File: src/design/cmst_pkg.sv
`default_nettype none

package cmst_pkg;

  // Item kinds
  localparam logic [1:0] FUNC_TICK  = 2'd0;
  localparam logic [1:0] FUNC_READ  = 2'd1;
  localparam logic [1:0] FUNC_WRITE = 2'd2;

  // Word register map
  localparam logic [2:0] IDX_STATUS = 3'd0;
  localparam logic [2:0] IDX_CNT_LO = 3'd1;
  localparam logic [2:0] IDX_CNT_HI = 3'd2;
  localparam logic [2:0] IDX_CMP0   = 3'd3;

  // Status word field offsets
  localparam int SHIFT_ENABLE      = 4;
  localparam int SHIFT_ENABLE_SYNC = 8;
  localparam int SHIFT_VALUE_SYNC  = 12;

  localparam int MAX_CHANNELS = 4;
  localparam int CNT_W        = 64;
  localparam int WORD_W       = 32;

  typedef struct packed {
    logic [WORD_W-1:0] write_data;
    logic [2:0]        reg_index;
    logic [1:0]        func;
  } item_t;

  typedef struct packed {
    logic [MAX_CHANNELS-1:0] irq_lines;
    logic [WORD_W-1:0]       read_data;
  } result_t;

endpackage

`default_nettype wire

File: src/design/compare_match_system_timer.sv
// System timer: 64-bit free-running counter with compare-match channels.
//
// Input channel (in_*): one item per handshake. in_tuser carries the item kind
// (tick, bus read, bus write) and the word register index; in_tdata carries
// the write data. Output channel (out_*): exactly one result item per input
// item, in order: the read data (zero unless a bus read) and the interrupt
// lines, which equal the sticky match flags after the item.
//
// Pipeline: an accepted item sits in the input register, is executed against
// the timer state once the output register is free or draining, and its result
// lands in the output register, from which it is offered on out_*.
// One item per cycle while out_tready stays high, set by the 64-bit increment
// and four parallel 32-bit compares between the two registers.
//
// Reset (rst_n low, synchronous): counter, compare values, enables and match
// flags go to zero; both pipeline registers empty.
// Stall: while out_tready is low the result holds; the input register holds
// its item and in_tready drops once it is full, so nothing is lost.
`default_nettype none

module compare_match_system_timer #(
  parameter int CHANNELS = 4
) (
  input  wire logic        clk,
  input  wire logic        rst_n,
  input  wire logic        in_tvalid,
  output logic             in_tready,
  input  wire logic [31:0] in_tdata,   // [31:0] write_data
  input  wire logic [4:0]  in_tuser,   // [1:0] func, [4:2] reg_index
  output logic             out_tvalid,
  input  wire logic        out_tready,
  output logic [39:0]      out_tdata   // [31:0] read_data, [35:32] irq_lines, [39:36] zero
);

  logic              s1_valid_r;
  cmst_pkg::item_t   s1_item_r;
  logic              out_valid_r;
  cmst_pkg::result_t out_res_r;
  cmst_pkg::result_t exec_res;
  logic              advance;
  logic              exec;

  // Move the held item forward when the output register is free or draining.
  assign advance   = !out_valid_r || out_tready;
  assign exec      = s1_valid_r && advance;
  assign in_tready = !s1_valid_r || advance;

  // Input register: load on accept, drop once executed.
  always_ff @(posedge clk) begin
    if (!rst_n) begin
      s1_valid_r <= 1'b0;
    end else if (in_tready) begin
      s1_valid_r <= in_tvalid;
    end
  end

  always_ff @(posedge clk) begin
    if (in_tvalid && in_tready) begin
      s1_item_r.func       <= in_tuser[1:0];
      s1_item_r.reg_index  <= in_tuser[4:2];
      s1_item_r.write_data <= in_tdata;
    end
  end

  cmst_regs #(
    .CHANNELS (CHANNELS)
  ) u_regs (
    .clk      (clk),
    .rst_n    (rst_n),
    .exec_i   (exec),
    .item_i   (s1_item_r),
    .result_o (exec_res)
  );

  // Output register: hold while the receiver stalls.
  always_ff @(posedge clk) begin
    if (!rst_n) begin
      out_valid_r <= 1'b0;
    end else if (advance) begin
      out_valid_r <= s1_valid_r;
    end
  end

  always_ff @(posedge clk) begin
    if (exec) begin
      out_res_r <= exec_res;
    end
  end

  assign out_tvalid = out_valid_r;
  assign out_tdata  = {4'b0, out_res_r.irq_lines, out_res_r.read_data};

`ifndef NO_ASSERTIONS
  a_stage_holds: assert property (@(posedge clk) disable iff (!rst_n)
    s1_valid_r && !advance |=> s1_valid_r && $stable(s1_item_r))
    else $error("pending item lost while output stalled");

  a_exec_fills_out: assert property (@(posedge clk) disable iff (!rst_n)
    exec |=> out_valid_r)
    else $error("executed item produced no result");

  a_stall_no_exec: assert property (@(posedge clk) disable iff (!rst_n)
    out_valid_r && !out_tready |-> !exec)
    else $error("item executed while result was stalled");
`endif

endmodule

`default_nettype wire

File: src/design/cmst_regs.sv
`default_nettype none

module cmst_regs #(
  parameter int CHANNELS = 4
) (
  input  wire logic            clk,
  input  wire logic            rst_n,
  input  wire logic            exec_i,
  input  wire cmst_pkg::item_t item_i,
  output cmst_pkg::result_t    result_o
);

  logic [cmst_pkg::CNT_W-1:0]  cnt_r, cnt_nxt;
  logic [cmst_pkg::WORD_W-1:0] cmp_r   [CHANNELS];
  logic [cmst_pkg::WORD_W-1:0] cmp_nxt [CHANNELS];
  logic [CHANNELS-1:0]         en_r, en_nxt;
  logic [CHANNELS-1:0]         flags_r, flags_nxt;
  logic [cmst_pkg::CNT_W-1:0]  cnt_inc;
  logic [cmst_pkg::WORD_W-1:0] status_word;
  logic [cmst_pkg::WORD_W-1:0] rd;
  logic [cmst_pkg::WORD_W-1:0] cmp_rd;
  logic                        is_tick, is_read, is_write;

  assign is_tick  = (item_i.func == cmst_pkg::FUNC_TICK);
  assign is_read  = (item_i.func == cmst_pkg::FUNC_READ);
  assign is_write = (item_i.func == cmst_pkg::FUNC_WRITE);
  assign cnt_inc  = cnt_r + cmst_pkg::CNT_W'(1);

  // status: match, enable, enable sync (mirrors enable), value sync (always one)
  always_comb begin
    status_word = '0;
    cmp_rd      = '0;
    for (int c = 0; c < CHANNELS; c++) begin
      status_word[c]                               = flags_r[c];
      status_word[cmst_pkg::SHIFT_ENABLE + c]      = en_r[c];
      status_word[cmst_pkg::SHIFT_ENABLE_SYNC + c] = en_r[c];
      status_word[cmst_pkg::SHIFT_VALUE_SYNC + c]  = 1'b1;
      if (item_i.reg_index == 3'(cmst_pkg::IDX_CMP0 + 3'(c))) begin
        cmp_rd = cmp_r[c];
      end
    end
  end

  always_comb begin
    rd = '0;
    if (is_read) begin
      unique case (item_i.reg_index)
        cmst_pkg::IDX_STATUS: rd = status_word;
        cmst_pkg::IDX_CNT_LO: rd = cnt_r[cmst_pkg::WORD_W-1:0];
        cmst_pkg::IDX_CNT_HI: rd = cnt_r[cmst_pkg::CNT_W-1:cmst_pkg::WORD_W];
        default:              rd = cmp_rd;
      endcase
    end
  end

  always_comb begin
    cnt_nxt   = cnt_r;
    en_nxt    = en_r;
    flags_nxt = flags_r;
    for (int c = 0; c < CHANNELS; c++) begin
      cmp_nxt[c] = cmp_r[c];
    end
    if (is_tick) begin
      cnt_nxt = cnt_inc;
      for (int c = 0; c < CHANNELS; c++) begin
        if (en_r[c] && (cmp_r[c] == cnt_inc[cmst_pkg::WORD_W-1:0])) begin
          flags_nxt[c] = 1'b1;
        end
      end
    end else if (is_write) begin
      if (item_i.reg_index == cmst_pkg::IDX_STATUS) begin
        flags_nxt = flags_r & ~item_i.write_data[CHANNELS-1:0];
        en_nxt    = item_i.write_data[cmst_pkg::SHIFT_ENABLE +: CHANNELS];
      end
      for (int c = 0; c < CHANNELS; c++) begin
        if (item_i.reg_index == 3'(cmst_pkg::IDX_CMP0 + 3'(c))) begin
          cmp_nxt[c] = item_i.write_data;
        end
      end
    end
  end

  always_ff @(posedge clk) begin
    if (!rst_n) begin
      cnt_r   <= '0;
      en_r    <= '0;
      flags_r <= '0;
      for (int c = 0; c < CHANNELS; c++) begin
        cmp_r[c] <= '0;
      end
    end else if (exec_i) begin
      cnt_r   <= cnt_nxt;
      en_r    <= en_nxt;
      flags_r <= flags_nxt;
      for (int c = 0; c < CHANNELS; c++) begin
        cmp_r[c] <= cmp_nxt[c];
      end
    end
  end

  always_comb begin
    result_o           = '0;
    result_o.read_data = rd;
    result_o.irq_lines = cmst_pkg::MAX_CHANNELS'(flags_nxt);
  end

`ifndef NO_ASSERTIONS
  a_idle_holds: assert property (@(posedge clk) disable iff (!rst_n)
    !exec_i |=> $stable(cnt_r) && $stable(en_r) && $stable(flags_r))
    else $error("timer state changed without an item");

  a_tick_inc: assert property (@(posedge clk) disable iff (!rst_n)
    exec_i && is_tick |=> cnt_r == cmst_pkg::CNT_W'($past(cnt_r) + 64'd1))
    else $error("counter did not advance by one on a tick");

  a_no_set_off_tick: assert property (@(posedge clk) disable iff (!rst_n)
    exec_i && !is_tick |=> (flags_r & ~$past(flags_r)) == '0)
    else $error("match flag set by an item other than a tick");

  a_read_no_side: assert property (@(posedge clk) disable iff (!rst_n)
    exec_i && is_read |=> $stable(cnt_r) && $stable(en_r) && $stable(flags_r))
    else $error("bus read changed timer state");
`endif

endmodule

`default_nettype wire

File: config.mk
export PLATFORM = sky130hd
export DESIGN_NAME = compare_match_system_timer
export DESIGN_NICKNAME = d
export VERILOG_FILES = /design/src/design/cmst_pkg.sv /design/src/design/compare_match_system_timer.sv /design/src/design/cmst_regs.sv
export SDC_FILE = /design/constraint.sdc
export NUM_CORES = 1
export LEC_CHECK = 0
export BUFFER_PORTS_ARGS = -buffer_cell sky130_fd_sc_hd__buf_4
export CAP_MARGIN = 20
export CORE_MARGIN = 2
export CORE_UTILIZATION = 45
export DETAILED_ROUTE_END_ITERATION = 8
export GPL_ROUTABILITY_DRIVEN = 0
export GPL_TIMING_DRIVEN = 0
export SLEW_MARGIN = 20
export SYNTH_ARGS = -nofsm -noshare
export SYNTH_HDL_FRONTEND = slang
export SYNTH_SLANG_ARGS = --single-unit
File: constraint.sdc
create_clock -name clk -period 6.1 [get_ports clk]
set_clock_uncertainty 0.1 [all_clocks]
set_input_delay 1.22 -clock clk [delete_from_list [all_inputs] [get_ports clk]]
set_output_delay 1.22 -clock clk [all_outputs]
set_load 0.01 [all_outputs]
======== After elaboration in Yosys (flattened, before gate mapping) ========
Memories as Yosys holds them, arrays and structs flattened.
Index checks and enable logic that the tools add are counted.
word-level totals
  output and inout port bits .............. 42
  logic and storage cells ................. 71
  register bits ........................... 147
  memories kept ........................... 1
  bits in writable memories ............... 128
  bits of input ports ..................... 41
memories
  memory        depth  bits a word  rd ports  clocked after Yosys merged registers in  wr ports  line             text
  u_regs.cmp_r  4      32           4         0                                        4         cmst_regs.sv:14  logic [cmst_pkg::WORD_W-1:0] cmp_r [CHANNELS];
cells by class
  equal/unequal tests ..................... 12
  $add $sub $neg .......................... 1
  mux-type cells .......................... 26
  bitwise operators ....................... 7
  reductions and logical operators ........ 14
operator list
  operator                                                          count
  32-bit two-way mux                                                12
  128-bit two-way mux                                               2
  32-bit == test                                                    4
  32-bit case mux with 3 select lines                               1
  64-bit by 1-bit adder with 64-bit output (second input constant)  1
  4-bit two-way mux                                                 3
  3-bit == test (second input constant)                             3
  1-bit two-way mux                                                 8
  3-bit by 2-bit == test with 1-bit output (second input constant)  2
  1-bit logical AND                                                 6
  4-bit bitwise AND                                                 1
  4-bit NOT                                                         1
  1-bit OR                                                          4
  4-bit AND reduction                                               1
  3-bit by 1-bit == test with 1-bit output (second input constant)  1
  3-bit logical NOT                                                 1
  2-bit by 1-bit == test with 1-bit output (second input constant)  1
  2-bit == test (second input constant)                             1
  1-bit logical NOT                                                 2
  2-bit logical NOT                                                 1
  1-bit logical OR                                                  2
  2-bit AND reduction                                               1
  1-bit NOT                                                         1

======== Logic depth before layout (Yosys ltp) ========
Gate-level depths: netlist of the first run.
  depth after elaboration ................. 7
  mapped depth ............................ 11
  depth with buffers taken out ............ 9

======== By module ========
A second synthesis of the first run with hierarchy kept.
unflattened totals
  cells, all modules ...................... 1,500
  area, all modules ....................... 15,761.4 µm²
by module, submodules not included
  module                      seq. area each (µm²)  area each (µm²)  times used  cells each
  cmst_regs                   5,285.1               13,431.6         1           1,413
  compare_match_system_timer  2,232.1               2,329.7          1           87

======== Worst setup path after synthesis of the first run ========
Ideal clock, no wire load.
  kind .................................... input-to-reg
  from .................................... input port out_tready
  to ...................................... memory u_regs.cmp_r[0][0] (netlist name) (enable)
  setup time .............................. 0.511 ns
  arrival ................................. 4.832 ns
  buffers on the path ..................... 0
  stages on the path ...................... 3
  path slack .............................. 0.657 ns
  path through ............................ nor2b_1 > nand2b_1 > o41ai_1
RTL lines
  what             line                              text
  start, declared  compare_match_system_timer.sv:31  input wire logic out_tready,
  end, declared    cmst_regs.sv:14

======== Worst setup path after layout of the first run ========
  from .................................... register u_regs.cnt_r[1] (netlist name)
  to ...................................... register u_regs.flags_r[1]
between the ends
  longest elaborated chain between the ends .. 5
ends and longest elaborated chain
  what                                      line             text
  start, declared                           cmst_regs.sv:13  logic [cmst_pkg::CNT_W-1:0] cnt_r, cnt_nxt;
  start signal, assigned                    cmst_regs.sv:92  cnt_r <= cnt_nxt;
  64-bit by 1-bit adder with 64-bit output  cmst_regs.sv:27  assign cnt_inc = cnt_r + cmst_pkg::CNT_W'(1);
  32-bit == test                            cmst_regs.sv:66  if (en_r[c] && (cmp_r[c] == cnt_inc[cmst_pkg::WORD_W-1:0])) begin
  1-bit logical AND                         cmst_regs.sv:66
  1-bit two-way mux                         cmst_regs.sv:66
  4-bit two-way mux                         cmst_regs.sv:63  if (is_tick) begin
  end signal, assigned                      cmst_regs.sv:94  flags_r <= flags_nxt;
  end, declared                             cmst_regs.sv:17  logic [CHANNELS-1:0] flags_r, flags_nxt;
No other way between the ends.
A chain may end at the register's enable or synchronous reset.

==> results of run 1 <==
-- how the worst max path moves through the flow --
stage,start,end,slack [ns]
after floorplan,out_tready,u_regs.cmp_r[0][0],0.66
after global placement,s1_item_r[3],u_regs.cmp_r[0][27],-2.29
after detailed placement,u_regs.cnt_r[1],u_regs.flags_r[3],1.60
after CTS,u_regs.cnt_r[1],u_regs.flags_r[3],1.60
after global routing,u_regs.cnt_r[1],out_tdata[32],1.59
final,u_regs.cnt_r[1],u_regs.flags_r[1],1.50
-- cells by family after synthesis --
group,synth area share (%)
adder cells (fa/ha/maj),0.07926
multiplexers,2.766
AND/OR/NAND/NOR,18.64
AO/OA/AOI/OAI,14.17
XOR/XNOR,12.00
flip-flops,47.63
buffers and inverters,4.701
other,0.02376
-- per-stage QoR --
step,hold WS (ns),cell area [um2],std cells,worst slack [ns],power [mW]
2_1_floorplan,0.3481,15800,1541,0.6568,2.377
3_3_place_gp,0.3883,16940,2073,-2.289,2.550
3_5_place_dp,0.4046,17120,2083,1.603,2.561
4_1_cts,0.4160,18030,2136,1.597,4.246
5_1_grt,0.4502,18030,2137,1.592,4.364
6_report,0.4063,18040,2138,1.501,4.231
-- cell usage in the layout, fill, tap and decap left out, types with 20 or more instances in the layout --
cell	count
xnor2_1	123
buf_4	87
clkbuf_16	29
o22ai_1	23
edfxtp_1	201
a221o_1	22
o21ai_0	111
inv_1	62
xor2_1	52
clkbuf_1	87
buf_2	20
or3_1	23
nor3_1	36
and2_1	55
mux2i_1	38
nand2_1	78
nor2_1	41
nor4_1	28
a21oi_1	58
and3_1	80
dfxtp_1	74
nand4_1	42
nand3_1	45
a21o_1	29
-- worst min-delay path, delay by kind of cell, from the launching register on --
family,cells,cell delay (ns)
compound gates,2,0.14
flops,1,0.33
-- power groups by stage --
stage,registers [mW],logic [mW],clock network [mW]
after floorplan,2.17,0.208,0
after global placement,2.19,0.356,0
after detailed placement,2.19,0.373,0
after CTS,2.15,0.374,1.72
after global routing,2.16,0.409,1.80
final,2.15,0.384,1.69
-- cell type report --
| class | count | area [um2] | share of cell area (%) |
|---|---|---|---|
| well taps | 455 | 569.3 | 3.156 |
| clock buffers | 31 | 733.2 | 4.065 |
| multi-input cells | 1083 | 7587 | 42.07 |
| clock inverters | 22 | 171.4 | 0.9504 |
| repair buffers | 88 | 709.4 | 3.933 |
| diodes | 1 | 2.502 | 0.01387 |
| flip-flops and latches | 275 | 7517 | 41.68 |
| inverters | 63 | 236.5 | 1.311 |
| plain buffers | 120 | 509.2 | 2.823 |
-- registers in the layout, indices dropped and copies added, names as in the netlist --
name / cells
s1_item_r: 37
u_regs.en_r: 4
out_tvalid: 1
s1_valid_r: 1
u_regs.cnt_r: 64
u_regs.flags_r: 4
u_regs.cmp_r: 128
out_tdata: 36
-- per-layer routing --
metal / up-vias / routed length (um)
li1: 5947 / -
met1: 6362 / 22710
met2: 977 / 22990
met3: 197 / 7138
met4: 0 / 2960
met5: - / 0
==> results.tsv, run 1 <==
stage	metric	value	unit
worst_setup_path	Startpoint Class	register	
synth	async set-reset flop share out of synthesis	0	%
route	WL per Instance	26.10	um
global_route	first-pass GRT wire length	81.45	mm
synth	EDFF count, synth	201	
clocking	htree depth	1	
job	MaxCap Viol Count	0	
worst_setup_path	R2R Path End	u_regs.flags_r[1]	
worst_setup_path	WP data required	6.50	ns
status	status	completed	
global_route	grt peak-use layer	met2	
min_path	Hold Crit Class	register to register	
worst_setup_path	number of cells on the worst reg-to-reg path	10	
cells_and_area	fraction of layout cells with a size suffix above 1	11.30	%
timing	unrepaired setup endpoints after global routing	no	
worst_setup_path	slowest CP cell	nor4_2	
global_route	GRT Util Overall	30.50	%
worst_setup_path	cell repeated most along the worst path	nand3_1	
clocking	setup repair bufs after CTS	0	
synth	Post-Syn Area	15780	um2
place	HPWL reported at the end of detailed placement	43.46	mm
floorplanning	die area	36590	um2
route	drt via density	6.306	
timing	Post-Route Setup TNS	0	ns
clocking	CTS Hold Bufs	0	
worst_setup_path	crit-path max cell delay	1.03	ns
clocking	Sinks on Clock Net	275	
synth	Commonest cells post-synth	201 x edfxtp_1, 123 x xnor2_1, 113 x o21ai_0	
pwr	P_sw	1.048	mW
worst_setup_path	Stages on worst setup path	10	
min_path	WHS Path Cells	2	
cells_and_area	Layout fillers	3202	
worst_setup_path	CP bufs+invs	1	
pwr	Pleak	6.619	nW
route	DR pass1 iterations	7	
clocking	CTS tree	built	
synth	Mapped Cells	1538	
clocking	clock buffer depth	3	
timing	Pins Over Slew Limit	0	
worst_setup_path	crit-path max FO	10	
timing	Hold Fails Final Rpt	0	
synth	top_reg_cell synth	edfxtp_1	
global_route	largest net degree at the start of global routing	46	
route	Detailed Route Iter0 Violations	1978	
clocking	clk slew on worst S/H paths	0.06	ns
pwr	Internal	3.184	mW
synth	Synth Area per Inst	10.26	um2
global_route	met1 usage in global routing	43.28	%
synth	#FFs+latches synth	275	
worst_setup_path	CP arrival	5.00	ns
pwr	Comb power frac	9.1	%
worst_setup_path	CP endpoint kind	register	
pwr	part of the power in the clock network	40.1	%
global_route	met2 Use GR	44.35	%
synth	synth unique cells	80	
synth	largest area contributor in the netlist	edfxtp_1	
global_route	antenna violations before repair	3	
pwr	Sw Share	24.76	%
floorplanning	core area	34540	um2
min_path	end of the worst hold path	u_regs.cnt_r[63]	
cells_and_area	final core utilization	52.21	%
synth	Yosys warning count	0	
worst_setup_path	WS Path Type	register to register	
clocking	root buffer cell	clkbuf_16	
timing	Worst-Margin Slew	1.117	ns
timing	Slew HR	24.91	%
clocking	clock latency on the worst-skew pair	0.58	ns
timing	fmax	217.4	MHz
worst_setup_path	CP cell instances	ha_1 > nand3_2 > nor4_2 > buf_2 > nand3_1 > xnor2_1 > nand3_1 > nor4_1 > nand4_1 > o21ai_0	
clocking	CTS resizes	0	
timing	Final Setup Violations	0	
global_route	met3 usage	7.270	%
floorplanning	Die Y	191.3	um
route	Vias	13483	
global_route	vias in the first global route	12402	
floorplanning	die width	191.3	um
pwr	sequential share of power	50.9	%
synth	Synth top area share	38.24	%
worst_setup_path	CP delay by family, top	simple AND/OR/NAND/NOR gates	
worst_setup_path	Reg2Reg Setup Slack	1.50	ns
place	port bufs	77	
pwr	pwr/cell area	234.6	nW/um2
cells_and_area	NumNets Final	1702	
clocking	Inserted Clock Buffers	29	
route	DRC Markers	0	
floorplanning	Boundary Pins	83	
floorplanning	Starting Density	45.69	%
pwr	Peak VDD IR	0.2234	mV
timing	Period Utilization, post-route	75.39	%
min_path	Worst Hold Launch	u_regs.cnt_r[63]	
synth	synth top area cells	edfxtp_1 38%, dfxtp_1 9.4%, xnor2_1 6.8%, o21ai_0 3.6%, and3_1 3.2%	
route	routed wire length	55.80	mm
global_route	GR Overflow Total	0	
synth	top-count cell post-synth	edfxtp_1	
cells_and_area	P&R area growth vs syn	14.27	%
route	antenna-violating nets left	0	
worst_setup_path	r2r startpoint	u_regs.cnt_r[1]	
floorplanning	# rows	68	
synth	sequential share of the synthesized area	47.63	%
timing	min Tclk post-route	4.599	ns
(Power assumes the default switching activity.)
==> run 2, diff against run 1 <==
- ABC_AREA: unset -> 1
- clock period: 6.1 -> 4.2 ns (I/O delays scaled with it)
==> results.tsv, run 2 <==
stage	metric	value	unit	change
status	status	completed		
floorplanning	Die Y	185.7	um	-2.9%
synth	largest area contributor in the netlist	edfxtp_1		
timing	Pins Over Slew Limit	0		unchanged
timing	Worst-Margin Slew	1.191	ns	+0.07404 ns
clocking	CTS resizes	0		unchanged
worst_setup_path	CP endpoint kind	register		
pwr	total power	6.473	mW	+53%
worst_setup_path	CP bufs+invs	4		+3
clocking	CTS tree	built		
synth	Synth top area share	40.65	%	+2.4 points
synth	top-count cell post-synth	nand2_1		
worst_setup_path	crit-path max cell delay	0.63	ns	-0.40 ns
synth	async set-reset flop share out of synthesis	0	%	unchanged
global_route	vias in the first global route	12337		-0.52%
clocking	htree depth	1		unchanged
place	port bufs	78		+1.3%
cells_and_area	P&R area growth vs syn	16.25	%	
synth	#FFs+latches synth	275		unchanged
cells_and_area	Register Area	7517	um2	unchanged
worst_setup_path	CP cell instances	clkbuf_1 > inv_1 > nor2_1 > clkbuf_1 > nand2_1 > nand2_2 > buf_12		
worst_setup_path	Startpoint Class	register		
floorplanning	# rows	66		-2.9%
clocking	clock latency on the worst-skew pair	0.57	ns	about the same
route	DR pass1 iterations	6		-1
pwr	Pleak	7.114	nW	+7.5%
clocking	root buffer cell	clkbuf_16		
clocking	CTS Hold Bufs	0		unchanged
synth	top_reg_cell synth	edfxtp_1		
route	Detailed Route Iter0 Violations	1861		-5.9%
place	HPWL reported at the end of detailed placement	39.38	mm	-9.4%
timing	fmax	281.2	MHz	+29%
cells_and_area	max reg flops	128		unchanged
min_path	Worst Hold Launch	in_tdata[26]		
worst_setup_path	slowest CP cell	clkbuf_1		
cells_and_area	biggest regs	u_regs.cmp_r x128, u_regs.cnt_r x64, s1_item_r x37		
cells_and_area	most frequent cells in the layout	512 x nand2_1, 268 x inv_1, 215 x nor2_1, 201 x edfxtp_1, 156 x nand3_1		
clocking	setup repair bufs after CTS	0		unchanged
timing	Period Utilization, post-route	84.66	%	+9.3 points
cells_and_area	Layout fillers	3173		-0.91%
pwr	pwr/cell area	375.0	nW/um2	+60%
pwr	Peak VDD IR	0.3146	mV	+41%
cells_and_area	NumNets Final	2046		+20%
global_route	first-pass GRT wire length	75.15	mm	-7.7%
timing	unrepaired setup endpoints after global routing	no		
worst_setup_path	crit path launch	s1_item_r[4]		
worst_setup_path	crit-path max FO	20		+10
clocking	Inserted Clock Buffers	30		+3.4%
worst_setup_path	WS Path Type	register to register		
synth	Synth Area per Inst	7.886	um2	-23%
route	drt via density	5.609		-11%
synth	sequential share of the synthesized area	50.62	%	+3.0 points
route	Vias	13855		+2.8%
job	MaxCap Viol Count	0		unchanged
timing	Min Hold Slack	0.3447	ns	-0.06165 ns
timing	Final Setup Violations	0		unchanged
synth	Post-Syn Area	14850	um2	-5.9%
global_route	GRT Util Overall	29.79	%	-0.71 points
floorplanning	Boundary Pins	83		unchanged
worst_setup_path	cell repeated most along the worst path	clkbuf_1		
timing	min Tclk post-route	3.556	ns	-1.043 ns
synth	synth unique cells	43		-46%
floorplanning	die area	34470	um2	-5.8%
floorplanning	core area	32540	um2	-5.8%
synth	EDFF count, synth	201		unchanged
timing	Hold Fails Final Rpt	0		unchanged
cells_and_area	Largest Register	u_regs.cmp_r		
route	antenna-violating nets left	0		unchanged
cells_and_area	final core utilization	53.06	%	+0.84 points
route	WL per Instance	20.71	um	-21%
route	routed wire length	51.17	mm	-8.3%
route	DRC Markers	0		unchanged
worst_setup_path	CP arrival	3.71	ns	-1.29 ns
global_route	antenna violations before repair	0		-3
floorplanning	Starting Density	45.64	%	-0.054 points
cells_and_area	fraction of layout cells with a size suffix above 1	10.40	%	-0.89 points
worst_setup_path	CP delay by family, top	buffers and inverters		
synth	Commonest cells post-synth	514 x nand2_1, 269 x inv_1, 215 x nor2_1		
synth	Mapped Cells	1883		+22%
timing	Slew HR	20.59	%	-4.3 points
worst_setup_path	WP data required	4.36	ns	-2.14 ns
floorplanning	die width	185.7	um	-2.9%
global_route	GR Overflow Total	0		unchanged
synth	Yosys warning count	0		unchanged
cells_and_area	multi-input logic area	6125	um2	-19%
clocking	clock buffer depth	3		unchanged
clocking	Sinks on Clock Net	275		unchanged
global_route	largest net degree at the start of global routing	30		-35%
synth	synth top area cells	edfxtp_1 41%, nand2_1 13%, dfxtp_1 10%, inv_1 6.8%, nor2_1 5.4%		
cells_and_area	commonest non-fill, non-tap cell in the layout	nand2_1		
cells_and_area	# diodes	0		-1
min_path	Hold Crit Class	input pin to register		
clocking	clk slew on worst S/H paths	0.07	ns	about the same
worst_setup_path	r2r startpoint	s1_item_r[4]		
==> run 2: cell types whose count changed after synthesis, sizes merged, moves of 79 or more <==
cell and change:
nor2 +192, nand3 +114, nand2 +465, and3 -79, inv +212, xnor2 -113
==> run 2: final timing paths <==
path / depth (start not counted) / slack [ns] / end
worst max-delay path: 7 / 0.64 / u_regs.cmp_r[3][17]
worst min register to register: 2 / 0.39 / u_regs.cnt_r[51]
worst max register to register: 7 / 0.64 / u_regs.cmp_r[3][17]
worst min-delay path: 1 / 0.34 / s1_item_r[31]
==> run 2: power breakdown <==
| part | switching [mW] | leakage, nW | internal, mW |
|---|---|---|---|
| combinational | 0.392 | 3.98 | 0.184 |
| clock | 1.11 | 0.502 | 1.67 |
| sequential | 0.0779 | 2.63 | 3.04 |
==> run 2: per-layer routing <==
metal | routed length [um] | GRT usage, %
met1 | 21480 | 41.85
met2 | 21750 | 44.63
met3 | 5258 | 5.537
met4 | 2679 | 13.76
met5 | 0 | 0
==> run 2: cell type report <==
| cell class | instances | share of cell area [%] |
|---|---|---|
| multi-input combinational | 1285 | 35.48 |
| clock inverter | 15 | 1.109 |
| tap | 442 | 3.204 |
| buffer | 51 | 1.239 |
| sequential | 275 | 43.55 |
| clock buffer | 41 | 4.943 |
| timing repair buffer | 86 | 4.494 |
| inverter | 275 | 5.987 |
==> run 2: metrics by stage <==
stage	worst slack (ns)	setup TNS, ns	cell area (um2)	instances
floorplan	-0.5569	-35.64	14860	1886
global placement	-3.684	-452.04	16000	2406
detailed placement	0.4317	0	16220	2414
CTS	0.8113	0	17260	2470
global route	0.6272	0	17260	2470
finish	0.6442	0	17260	2470
==> run 2: cell families (layout without fill, tap and decap cells) <==
logic type	Yosys count	after routing	synth area share, %
buffers and inverters	326	468	8.392
and+or+nand+nor	1021	1021	30.08
adders and majority gates	1	1	0.08425
DFF	275	275	50.62
other	1	4	0.02525
AOI/OAI and AO/OA	227	227	8.906
xor gates and xnor gates	32	32	1.887
==> run 2: worst register-to-register path, delay by kind of cell (launching register included) <==
kind / cells / cell delay [ns]
simple gates: 3 / 1.11
buf+inv: 4 / 1.70
flops: 1 / 0.32
